[src/rtl/wto_pkg.sv]
// Shared constants, widths and codes of the wavetable oscillator bank.
package wto_pkg;

	localparam int TABLE_SIZE   = 4096;
	localparam int MAX_PARTIALS = 16;
	localparam int MAX_BEATS    = 4;
	localparam int FRAC_BITS    = 16;

	localparam int NUM_OSC = MAX_PARTIALS * MAX_BEATS;
	localparam int IDX_W   = $clog2(TABLE_SIZE);
	localparam int PHASE_W = IDX_W + FRAC_BITS;
	localparam int OSC_W   = (NUM_OSC > 1) ? $clog2(NUM_OSC) : 1;
	localparam int PART_W  = (MAX_PARTIALS > 1) ? $clog2(MAX_PARTIALS) : 1;
	localparam int BEAT_W  = (MAX_BEATS > 1) ? $clog2(MAX_BEATS) : 1;
	localparam int PART_CNT_W = $clog2(MAX_PARTIALS + 1);
	localparam int BEAT_CNT_W = $clog2(MAX_BEATS + 1);

	// fixed field widths
	localparam int REQ_W      = 2;
	localparam int BIDX_W     = 2;
	localparam int PIDX_W     = 4;
	localparam int STEP_W     = 28;
	localparam int GAIN_W     = 16;
	localparam int ADDR_W     = 12;
	localparam int SAMP_W     = 16;
	localparam int SAMP_FRAC  = 15;
	localparam int SCALE_W    = 16;
	localparam int CFG_IDX_W  = 2;
	localparam int CFG_DATA_W = 16;
	localparam int APART_W    = 5;
	localparam int ABEAT_W    = 3;

	// shared multiplier and accumulator
	localparam int ACC_W     = 2 * SAMP_W + OSC_W;
	localparam int MUL_A_W   = ACC_W;
	localparam int MUL_B_W   = SCALE_W + 1;
	localparam int PROD_W    = MUL_A_W + MUL_B_W;
	localparam int OUT_SHIFT = SAMP_FRAC + SCALE_W;
	localparam int Y_W       = PROD_W - OUT_SHIFT;

	localparam logic [CFG_IDX_W-1:0] CFG_PARTIALS = 2'd0;
	localparam logic [CFG_IDX_W-1:0] CFG_BEATS    = 2'd1;
	localparam logic [CFG_IDX_W-1:0] CFG_SCALE    = 2'd2;

	typedef enum logic [REQ_W-1:0] {
		REQ_INC   = 2'd0,
		REQ_GAIN  = 2'd1,
		REQ_TABLE = 2'd2,
		REQ_TICK  = 2'd3
	} req_e_t;

	typedef enum logic [3:0] {
		S_IDLE,
		S_ADDR,
		S_TBL0,
		S_TBL1,
		S_INTERP,
		S_GAIN,
		S_ACC,
		S_SCALE,
		S_ROUND
	} state_t;

endpackage

[src/rtl/wto_mul.sv]
// Shared signed multiplier with registered product.
module wto_mul import wto_pkg::*; (
	input  logic                      clk,
	input  logic                      en,
	input  logic signed [MUL_A_W-1:0] a,
	input  logic signed [MUL_B_W-1:0] b,
	output logic signed [PROD_W-1:0]  prod_q
);

	always_ff @(posedge clk) begin
		if (en) begin
			prod_q <= a * b;
		end
	end

endmodule
[config.mk]
export PLATFORM = sky130hd
export DESIGN_NAME = wto_mul
export DESIGN_NICKNAME = d
export VERILOG_FILES = /design/src/rtl/wto_pkg.sv /design/src/rtl/wto_mul.sv
export SDC_FILE = /design/constraint.sdc
export NUM_CORES = 2
export LEC_CHECK = 0
export ABC_AREA = 1
export BUFFER_PORTS_ARGS = -buffer_cell sky130_fd_sc_hd__buf_2
export CORE_UTILIZATION = 30
export CTS_CLUSTER_DIAMETER = 200
export DETAILED_ROUTE_END_ITERATION = 16
export MAX_ROUTING_LAYER = met4
export PLACE_DENSITY = 0.53
export RECOVER_POWER = 50
export SLEW_MARGIN = 0
export SYNTH_ARGS = -nofsm -noshare
export SYNTH_HDL_FRONTEND = slang
export SYNTH_SLANG_ARGS = --single-unit
export TNS_END_PERCENT = 20
[constraint.sdc]
create_clock -name clk -period 5.4 [get_ports clk]
set_input_delay 0.27 -clock clk [delete_from_list [all_inputs] [get_ports clk]]
set_output_delay 0.27 -clock clk [all_outputs]
set_load 0.005 [all_outputs]
==> results.md <==
* Status: complete, but fails checks
* Failing checks: capacitance limit, slew limit
* Hold WC Path Type: input port to flip-flop
* Starting density of the core at 0.304
* Core Area at 0.0855 mm2
* Fill cells at 8915
* CP endpoint kind: flip-flop
* CTS tree: built
* Routed WL at 82900 um
* Final critical-path share of the clock period at 0.988
* Worst endpoint required time at 5.48 ns
* Via-to-Cell Ratio at 4.33
* Clk slew on worst S/H paths at 0.09 ns
* Setup CP Type: input port to flip-flop
* Synth area leader: fa_1
* Reg area at 0.00165 mm2
* Hold WS at 0.502 ns
* Slew @ Worst Pin at 3.53 ns
* Largest regs: prod_q: 55 flops
* Die height at 296 um
* Number of port buffers at 111
* Clock sink total at 55
* Clock Tree Buf Depth at 2
* Critical Path Fanout Max at 7
* Total GRT Usage at 0.186
* Via count at 21371
* Final Wtd Congestion at 0.934
* Detail Route Antenna Nets at 0
* Layout cells sized above 1 at 0.196
* Core Rows at 107
* GRT Residual Overflow at 0
* DR WL/cell at 16.8 um
* Final setup vio count at 0
* 1st-iter DRT viols at 1278
* IO Count at 112
* Yosys reg bits at 55
* FMAX at 187 MHz
* TNS Setup at 0 ns
* Startpoint Class: input port
* Final nets at 4582
* CTS Root Cell: clkbuf_16
* Synth-to-layout area growth at 25.4%
* Yosys warnings at 0
* Seq/Total Area, Yosys at 0.0636
* Mapped Nets at 4231
* Most flop-heavy register: prod_q
* Die Wd at 296 um
* Area of the multi-input gates at 0.0207 mm2
* Clock H-tree levels at 2
* Max reg flops at 55
* DP Wirelength at 65700 um
* Max-cap violations at 1
* Post-layout min period at 5.34 ns
* Die area at 0.0878 mm2
* Synth Area per Inst at 7.56 um2
* Initial antenna violation count at 2
* Final Max Slew Viols at 56
* Pre-antenna DRT Iters at 5
* Vias in the first global route at 22774
* Cells after Synth at 3436
* Total CTS buffers at 5
* RSZ-0062 raised after global routing: yes
* Rel. slew slack at -1.35
* Synth cell types at 32
* Setup ws final at 0.0633 ns
* Pin count of the biggest net entering global routing at 56
* Arr. time, crit path at 5.42 ns
* Top cell type's share of synthesized area at 0.471
* First-pass GRT wire length at 123000 um
* DRC viols at 0
* Largest cells by area after synthesis: fa_1, inv_1, nand2_1
* Cell area after synthesis at 0.0260 mm2
* Post-layout util at 0.381
* Final Hold Viols at 0
* Placement Setup Slack at -0.771 ns
## worst max-delay path, stage by stage
cell,delay (ns)
buf_8,0.08
clkinvlp_4,0.12
buf_12,0.17
or2_4,0.26
fa_1,0.52
inv_2,0.05
fa_1,0.55
inv_2,0.05
fa_1,0.51
fa_1,0.54
fa_2,0.56
inv_2,0.04
fa_2,0.56
ha_4,0.22
nand2_2,0.07
inv_2,0.04
nand2_1,0.05
nand2_1,0.08
buf_4,0.14
o21bai_1,0.16
a21oi_1,0.17
nand3_1,0.09
nand2_1,0.06
nand2_1,0.04
## logic make-up (layout without fill, tap and decap cells)
logic type	count (synthesis)	in the layout	synth area share
buffers and inverters	1291	1643	0.187
DFF	55	55	0.0635
other	0	4	0
AOI/OAI and AO/OA	67	67	0.0140
adders and majority gates	738	738	0.532
xor gates and xnor gates	32	32	0.0108
and+or+nand+nor	1253	1253	0.193
## metrics by stage
step	cells	area [um2]
2_1_floorplan	3436	26000
3_3_place_gp	4869	30300
3_5_place_dp	4869	30300
4_1_cts	4878	30700
5_1_grt	4935	32600
6_report	4936	32600
## synthesized netlist by cell type, drive strengths merged
library cell / number
a21oi: 48
inv: 1147
nand3: 50
or2: 4
o21bai: 6
and2: 2
nor3: 9
a21o: 1
nand2: 1042
edfxtp: 55
nand3b: 1
nand4: 18
o211ai: 1
xnor2: 11
o21ai: 11
clkbuf: 118
ha: 127
nor2: 127
fa: 611
xor2: 21
buf: 26
## cells in the final DEF, fill, tap and decap left out, types with 8 or more instances in the layout
| master | count |
|---|---|
| edfxtp_1 | 55 |
| nand4_1 | 18 |
| xnor2_1 | 11 |
| nor2_2 | 19 |
| ha_4 | 40 |
| clkbuf_16 | 19 |
| a21oi_2 | 18 |
| nand2_4 | 17 |
| clkbuf_4 | 8 |
| inv_2 | 34 |
| nand2_1 | 976 |
| nand2_2 | 48 |
| buf_2 | 67 |
| nor2_4 | 35 |
| nand3_2 | 13 |
| a21oi_1 | 28 |
| nor2_1 | 73 |
| ha_1 | 86 |
| fa_2 | 25 |
| inv_1 | 1111 |
| clkbuf_1 | 23 |
| buf_6 | 19 |
| buf_4 | 307 |
| nand3_1 | 37 |
| buf_12 | 43 |
| fa_1 | 586 |
| xor2_1 | 20 |
## worst paths after layout
path	slack, ns	from	end	depth (start not counted)
setup / recovery	0.06	b[16]	prod_q[49]	24
hold / removal	0.50	a[0]	prod_q[0]	4
## layer usage
layer	up-vias	part of all wire	global-route usage
met3	94	0.061	0.0167
met2	511	0.49	0.333
met4	0	0.024	0.0402
met5	-	0	-
met1	10648	0.42	0.228
li1	10118	-	-
## final cells by class
type                       count  share of cell area
tap                         1144              0.0439
multi-input combinational   2090               0.634
inverter                    1147               0.132
antenna                        4            0.000307
sequential                    55              0.0507
timing repair buffer         488               0.133
clock inverter                 2             0.00119
clock buffer                   6             0.00395
## timing repair
action / 4_1_cts / 5_1_grt
setup endpoints to repair: 42 / 41
gates cloned: 1 / 15
resized for setup: 52 / 309
buffers inserted: 0 / 39
pin swaps: 6 / 99
hold buffers: 0 / 0
Power is left out: the tool's default activity adds up to more than one toggle a clock period on the data nets, which glitch-free logic cannot reach.
