[config.mk]
export PLATFORM = sky130hd
export DESIGN_NAME = wto_ram
export DESIGN_NICKNAME = d
export VERILOG_FILES = /design/src/rtl/wto_ram.sv
export SDC_FILE = /design/constraint.sdc
export NUM_CORES = 1
export LEC_CHECK = 0
export BUFFER_PORTS_ARGS = -buffer_cell sky130_fd_sc_hd__buf_2
export CAP_MARGIN = 20
export CORE_MARGIN = 2
export CORE_UTILIZATION = 62
export CTS_BUF_LIST = sky130_fd_sc_hd__clkbuf_16
export CTS_CLUSTER_SIZE = 16
export DETAILED_ROUTE_END_ITERATION = 16
export PLACE_DENSITY = 0.78
export SYNTH_ARGS = -nofsm -noshare
export SYNTH_HDL_FRONTEND = slang
export SYNTH_SLANG_ARGS = --single-unit
[constraint.sdc]
create_clock -name clk -period 5.72 [get_ports clk]
set_input_delay 0.286 -clock clk [delete_from_list [all_inputs] [get_ports clk]]
set_output_delay 0.286 -clock clk [all_outputs]
set_load 0.02 [all_outputs]
[src/rtl/wto_ram.sv]
// Generic single-write, single-read RAM with registered read data.
module wto_ram #(
	parameter int WIDTH = 16,
	parameter int DEPTH = 64
) (
	input  logic                     clk,
	input  logic                     we,
	input  logic [$clog2(DEPTH)-1:0] waddr,
	input  logic [WIDTH-1:0]         wdata,
	input  logic [$clog2(DEPTH)-1:0] raddr,
	output logic [WIDTH-1:0]         rdata
);

	logic [WIDTH-1:0] mem_q [DEPTH];

	always_ff @(posedge clk) begin
		if (we) begin
			mem_q[waddr] <= wdata;
		end
		rdata <= mem_q[raddr];
	end

endmodule

==> metrics.txt, run 1 <==
Max Buffers Root-to-Sink 3; # Max-Cap Violations 0; total of fill cells in the finished design about 3700; cell family contributing the most delay on the critical path buffers and inverters; endpoint type of the worst setup path register; share of layout cells above drive strength 1 0.266; critical register-to-register path endpoint rdata[0]; post-synthesis adder-cell area fraction 0; cell area after placement 0.0414 mm²; post-route design area 0.0448 mm²; beginning of the worst register-to-register path mem_q[56][0]; overall die area about 0.067 mm²; number of antenna diodes 0; core footprint 0.0641 mm²; GPL Wtd Cong 0.872; XOR/XNOR Fraction of Synth Area 0; number of design rule violations left after detail routing 0; crit-path most repeated cell sky130_fd_sc_hd__a221oi_1; Worst Setup Start Kind input port; hold endpoint mem_q[41][3]; worst-margin pin slew 1110 ps; vias per inst 6.79; cell count of the worst hold path 1; buffer cell driving the clock tree root sky130_fd_sc_hd__clkbuf_16; Skew-Pair Late Insertion Delay 670 ps; number of ports placed on the die boundary 46; wire length of the first global-routing pass approximately 140 mm; cell taking the most area after synthesis sky130_fd_sc_hd__edfxtp_1; share of synthesized area spent on multiplexers 0.155; cells taking the most area after synthesis sky130_fd_sc_hd__edfxtp_1, sky130_fd_sc_hd__mux4_2, sky130_fd_sc_hd__mux2i_1; DPL Wire Length 53.4 mm; GR Overflow Total 0; post-CTS setup buffer count 0; data arrival time of the critical path 3510 ps; Leak 14.3 nW; average cell area after synthesis 21.9 µm²; Final #Nets between 2000 and 2500; most frequently used flop master after synthesis sky130_fd_sc_hd__edfxtp_1; Simple-Gate Fraction of Synth Area 0.0265; number of warnings issued by yosys 0; slack of the worst reg-to-reg path about 3600 ps; Achievable Freq 0.332 GHz; status completed; area fraction in compound gates after synthesis 0.0241; fraction of the cycle the final worst path needs 0.527; number of antenna violations at the first check in global routing 5; cell at the slowest stage of the critical path sky130_fd_sc_hd__a221oi_1; post-CTS resize count 0; Worst Reg2Reg Path Length in Cells 4; Final TNS setup 0 ps; # H-tree levels 3; portion of synthesized cell area occupied by the leading cell type 0.768; hold wc startpoint wdata[3]; Total GRT Usage 0.289; CP max stage delay 780 ps; Hold Slack 20.4 ps; clock period minus final worst setup slack 3010 ps; post-synthesis instance total 1829; Port Buffer Count 45; final-report max-slew violation count 0; Die X-Extent roughly 260 µm; Core Util, Final 0.699; post-route non-filler standard cell count 2909; effective utilization at floorplan 0.625; critical path, cell by cell buf_8 > buf_4 > nor2b_1 > a221oi_1 > a221oi_1 > a311oi_1; Synth async-reset ratio 0; FF/Latch Area 0.0311 mm²; RSZ-0062 raised after global routing false; post-synthesis sequential element count 1040; FP Rows 93; Post-Synthesis Cell Area 0.0400 mm²; IR Drop Worst-Case VDD 0.277 mV; largest clock skew in the final design 39.8 ps; count of vias placed by the detailed router 19800; Iter 0 DRT Violations 2631; maximum fanout along the worst path 83; Relative slew margins 0.261; Post-Syn Nets 1859; routed wire length roughly 95 mm; number of clock sinks 1040; main combinational cell family by area after synthesis multiplexers; clock tree from TritonCTS yes; area occupied by multi-input gates approximately 0.0083 mm²; min-delay worst type input port to register; number of endpoints failing setup at the final stage 0; number of nets with antenna violations after detailed routing 0; number of distinct library cells after synthesis 43; number of iterations in the first detailed-routing pass 5; largest net degree at the start of global routing 84; part of the Yosys area used for sequential elements 0.776; power density over the cells 353 mW/mm²; number of enable-type register cells in the synthesized netlist 1024; Clk pin slew, worst setup/hold paths 60 ps; crit path kind input port to register; total clock buffers created by CTS 101; total count of hold-check failures in the final report 0; signed area change from the synthesized netlist to the final layout 11.9%; required time at the worst-slack endpoint slightly above 6000 ps; detail-routed net length per standard cell 32.5 µm; worst path buffer plus inverter count 2; DIE HEIGHT 258 µm; vias in the first global route 19700; cell total after placement 2718
## state kept, by name, summed over array words and instances, names as in the netlist
register	flops
rdata	16
mem_q	1024
## per-stage QoR
step                      worst slack [ps]  power, mW
after floorplan                       3400       9.07
after global placement                2050       9.38
after detailed placement              2010       9.40
after CTS                             2710       15.9
after global routing                  2450       16.2
final                                 2710       15.8
## area by class of cell
cell class	instances	share of cell area
timing repair buffer	143	0.0247
sequential	1040	0.694
tap	855	0.0239
clock inverter	80	0.0143
multi-input combinational	685	0.184
clock buffer	106	0.0592
## synthesized netlist by cell type, types with 2 or more instances
cell,n
sky130_fd_sc_hd__a211o_1,8
sky130_fd_sc_hd__a211oi_1,8
sky130_fd_sc_hd__a21oi_1,17
sky130_fd_sc_hd__a221o_1,6
sky130_fd_sc_hd__a221oi_1,16
sky130_fd_sc_hd__a22o_1,6
sky130_fd_sc_hd__a22oi_1,39
sky130_fd_sc_hd__a311oi_1,8
sky130_fd_sc_hd__a31oi_1,8
sky130_fd_sc_hd__a41oi_1,5
sky130_fd_sc_hd__and2_1,2
sky130_fd_sc_hd__and4_1,5
sky130_fd_sc_hd__buf_1,3
sky130_fd_sc_hd__buf_12,5
sky130_fd_sc_hd__buf_2,36
sky130_fd_sc_hd__buf_4,13
sky130_fd_sc_hd__buf_6,17
sky130_fd_sc_hd__buf_8,3
sky130_fd_sc_hd__clkbuf_1,24
sky130_fd_sc_hd__clkbuf_2,2
sky130_fd_sc_hd__dfxtp_1,16
sky130_fd_sc_hd__edfxtp_1,1024
sky130_fd_sc_hd__mux2_2,27
sky130_fd_sc_hd__mux2i_1,85
sky130_fd_sc_hd__mux4_1,4
sky130_fd_sc_hd__mux4_2,220
sky130_fd_sc_hd__nand2_1,59
sky130_fd_sc_hd__nand2b_1,3
sky130_fd_sc_hd__nand3_1,24
sky130_fd_sc_hd__nand3b_1,2
sky130_fd_sc_hd__nand4_1,12
sky130_fd_sc_hd__nor2_1,72
sky130_fd_sc_hd__nor2_2,2
sky130_fd_sc_hd__nor2b_1,30
sky130_fd_sc_hd__nor3_1,2
sky130_fd_sc_hd__nor4_2,3
sky130_fd_sc_hd__o21ai_0,5
sky130_fd_sc_hd__o21ai_1,3
## cells in the final DEF (no fill, tap or decap), drive strengths merged, types with 6 or more instances in the layout
master	n
buf	141
mux4	224
nand3	24
clkinv	47
a21oi	17
inv	19
a31oi	8
nor2	74
edfxtp	1024
bufinv	10
a211oi	8
mux2i	85
a22o	6
a311oi	8
clkbuf	107
a22oi	39
a221oi	16
nor2b	30
a221o	6
nand4	12
a211o	8
o21ai	8
nand2	60
dfxtp	16
mux2	27
## how the worst max path moves through the flow
stage                               to  cells after the start     start
after global placement        rdata[0]                      6  raddr[0]
after CTS                     rdata[0]                      6  raddr[0]
after global routing          rdata[0]                      6  raddr[0]
final                         rdata[0]                      6  raddr[0]
after detailed placement      rdata[0]                      6  raddr[0]
after floorplan           mem_q[48][0]                      4  waddr[3]
## kinds of logic after synthesis
| group | count (synthesis) |
|---|---|
| flops | 1040 |
| mux | 336 |
| simple gates | 220 |
| compound gates | 129 |
| buf+inv | 104 |
## worst reg2reg max path, delay by kind of cell, from the launching register on
family         cells  cell delay, ps
AO/OA/AOI/OAI      2             830
multiplexers       2             750
flip-flops         1             420
## power breakdown
| part | internal (mW) | total (mW) | leakage (nW) | switching, mW |
|---|---|---|---|---|
| clock | 3.79 | 6.57 | 1.68 | 2.78 |
| sequential | 8.44 | 8.47 | 9.35 | 0.0356 |
| combinational | 0.280 | 0.791 | 3.32 | 0.511 |
| total | 12.5 | 15.8 | 14.3 | 3.32 |
## metal layers
| metal | GRT usage | up-vias | share of wire |
|---|---|---|---|
| met3 | 0.0601 | 221 | 0.11 |
| met2 | 0.473 | 1305 | 0.50 |
| met5 | 0 | - | 0.00043 |
| met4 | 0.0960 | 6 | 0.036 |
| li1 | - | 7956 | - |
| met1 | 0.397 | 10300 | 0.36 |
## timing repair
action / in CTS / in global routing
hold buffers: 0 / 1
endpoints found under the setup margin: 0 / 0
endpoints found under the hold margin: 0 / 9
Power figures use the tool's default switching activity.
==> run 2, diff against run 1 <==
==> constraint.sdc (replaced) <==
create_clock -name clk -period 3 [get_ports clk]
set_input_delay 0.15 -clock clk [delete_from_list [all_inputs] [get_ports clk]]
set_output_delay 0.15 -clock clk [all_outputs]
set_load 0.02 [all_outputs]
==> metrics.txt, run 2 (same netlist as run 1, synthesis figures left out) <==
status completed (unchanged); final-report max-slew violation count 0 (unchanged); FP Rows 93 (unchanged); post-route non-filler standard cell count 2962 (was 2909); CP max stage delay 620 ps (was 780 ps); RSZ-0062 raised after global routing false (unchanged); post-CTS resize count 0 (unchanged); worst path buffer plus inverter count 0 (was 2); cell family contributing the most delay on the critical path compound AO/OA/AOI/OAI gates (was buffers and inverters); hold endpoint mem_q[25][8] (was mem_q[41][3]); vias in the first global route 20200 (was 19700); Total GRT Usage 0.290 (was 0.289); Die X-Extent 258 µm (unchanged); number of flip-flops in the largest register 1024 (unchanged); critical path, cell by cell mux4_2 > mux2i_1 > a22oi_1 > a31oi_1 > a311oi_1 (was buf_8 > buf_4 > nor2b_1 > a221oi_1 > a221oi_1 > a311oi_1); number of antenna violations at the first check in global routing 9 (was 5); largest net degree at the start of global routing 68 (was 84); Skew-Pair Late Insertion Delay 680 ps (was 670 ps); Final TNS setup 0 ps (unchanged); most common library cell in the layout ignoring fill and taps sky130_fd_sc_hd__edfxtp_1 (unchanged); critical register-to-register path endpoint rdata[9] (was rdata[0]); fraction of the cycle the final worst path needs 0.771; beginning of the worst register-to-register path mem_q[17][9] (was mem_q[56][0]); required time at the worst-slack endpoint 3490 ps (was 6220 ps); leading registers by flop count mem_q x1024, rdata x16 (unchanged); crit path kind register to register (was input port to register); core footprint 0.0641 mm² (unchanged); total of fill cells in the finished design 3591 (was 3652); final total power 30.2 mW (was 15.8 mW); detail-routed net length per standard cell 32.1 µm (was 32.5 µm); # H-tree levels 3 (unchanged); number of design rule violations left after detail routing 0 (unchanged); Achievable Freq about 0.43 GHz; IR Drop Worst-Case VDD 0.561 mV (was 0.277 mV); largest clock skew in the final design 33.7 ps (was 39.8 ps); Final #Nets 2051 (was 2001); count of vias placed by the detailed router 20100 (was 19800); DPL Wire Length 55.7 mm (was 53.4 mm); effective utilization at floorplan 0.625 (unchanged); Max Buffers Root-to-Sink 3 (unchanged); # Max-Cap Violations 0 (unchanged); cell count of the worst hold path 1 (unchanged); pre-CTS WS 269 ps (was 2010 ps); signed area change from the synthesized netlist to the final layout 13.0% (was 11.9%); buffer cell driving the clock tree root sky130_fd_sc_hd__clkbuf_16 (unchanged); Leak 14.6 nW (was 14.3 nW); min-delay worst type input port to register (unchanged); number of clock sinks 1040 (unchanged); cell at the slowest stage of the critical path sky130_fd_sc_hd__a311oi_1 (was sky130_fd_sc_hd__a221oi_1); number of iterations in the first detailed-routing pass 6 (was 5); routed wire length 95.1 mm (was 94.6 mm); GPL Wtd Cong 0.928 (was 0.872); vias per inst 6.78 (was 6.79); Worst Reg2Reg Path Length in Cells 5 (was 4); Iter 0 DRT Violations 2830 (was 2631); Clk pin slew, worst setup/hold paths 70 ps (was 60 ps); slack of the worst reg-to-reg path 690 ps (was 3550 ps); total count of hold-check failures in the final report 0 (unchanged); hold wc startpoint wdata[8] (was wdata[3]); wire length of the first global-routing pass 138 mm (was 137 mm); Port Buffer Count 45 (unchanged); clock period minus final worst setup slack between 2000 and 2500 ps; worst-margin pin slew 1050 ps (was 1110 ps); FF/Latch Area 0.0311 mm² (unchanged); endpoint type of the worst setup path register (unchanged); Worst Setup Start Kind register (was input port); power density over the cells 667 mW/mm² (was 353 mW/mm²); cell total after placement 2764 (was 2718); clock tree from TritonCTS yes (unchanged); maximum fanout along the worst path 1 (was 83); data arrival time of the critical path 2800 ps (was 3510 ps); share of layout cells above drive strength 1 0.276 (was 0.266); number of endpoints failing setup at the final stage 0 (unchanged); overall die area 0.0666 mm² (unchanged); setup ws final 686 ps (was 2710 ps); Hold Slack 23.0 ps (was 20.4 ps); GR Overflow Total 0 (unchanged); total clock buffers created by CTS 100 (was 101); number of nets with antenna violations after detailed routing 0 (unchanged); number of ports placed on the die boundary 46 (unchanged); Relative slew margins 0.300 (was 0.261); most used cells in the layout excluding fill and tap cells sky130_fd_sc_hd__edfxtp_1, sky130_fd_sc_hd__mux4_2, sky130_fd_sc_hd__buf_4 (was sky130_fd_sc_hd__edfxtp_1, sky130_fd_sc_hd__mux4_2, sky130_fd_sc_hd__clkbuf_16); Biggest register mem_q (unchanged); DIE HEIGHT 258 µm (unchanged); area occupied by multi-input gates 0.00825 mm² (was 0.00826 mm²)
-- run 2: worst max-delay path by stage --
| stage | to | depth (start not counted) | start |
|---|---|---|---|
| after floorplan | mem_q[48][0] | 4 | waddr[3] |
| after global placement | rdata[7] | 7 | raddr[0] |
| after detailed placement | rdata[7] | 7 | raddr[0] |
| after CTS | rdata[9] | 5 | mem_q[17][9] |
| after global routing | rdata[9] | 5 | mem_q[17][9] |
| final | rdata[9] | 5 | mem_q[17][9] |
-- run 2: cell type report --
class | count | area share
timing repair buffer | 194 | 0.0355
clock buffer | 100 | 0.0553
multi-input combinational | 685 | 0.182
sequential | 1040 | 0.686
tap | 855 | 0.0236
clock inverter | 84 | 0.0167
antenna | 4 | 0.000221
-- run 2: worst register-to-register path, stage by stage, from the launching register on --
cell,delay [ps]
sky130_fd_sc_hd__edfxtp_1,320
sky130_fd_sc_hd__mux4_2,250
sky130_fd_sc_hd__mux2i_1,90
sky130_fd_sc_hd__a22oi_1,530
sky130_fd_sc_hd__a31oi_1,350
sky130_fd_sc_hd__a311oi_1,620
-- run 2: metrics by stage --
stage / cell area (µm²) / util
2_1_floorplan: 40000 / -
3_3_place_gp: 41900 / 0.653
3_5_place_dp: 41900 / 0.653
4_1_cts: 45100 / 0.704
5_1_grt: 45300 / 0.706
6_report: 45300 / 0.706
-- run 2: routing by layer --
metal  wire length, µm  vias up  part of all wire  global-route usage
met3             11400      250              0.12              0.0725
met2             45300     1447              0.48               0.450
met4              4150       10             0.044               0.116
met5                65        -           0.00068                   0
met1             34100    10300              0.36               0.404
li1                  -     8067                 -                   -
-- run 2: where the power goes --
part | switching [mW] | internal, mW | leakage, nW
clock network | 5.33 | 7.11 | 1.67
registers | 0.0711 | 16.1 | 9.35
logic | 0.998 | 0.582 | 3.61
total | 6.40 | 23.8 | 14.6
-- run 2: repair_timing --
action                     in CTS  in global routing
hold buffers                    2                  4
hold endpoints to repair       21                 64
setup endpoints to repair       0                  0
buffers inserted                0                  0
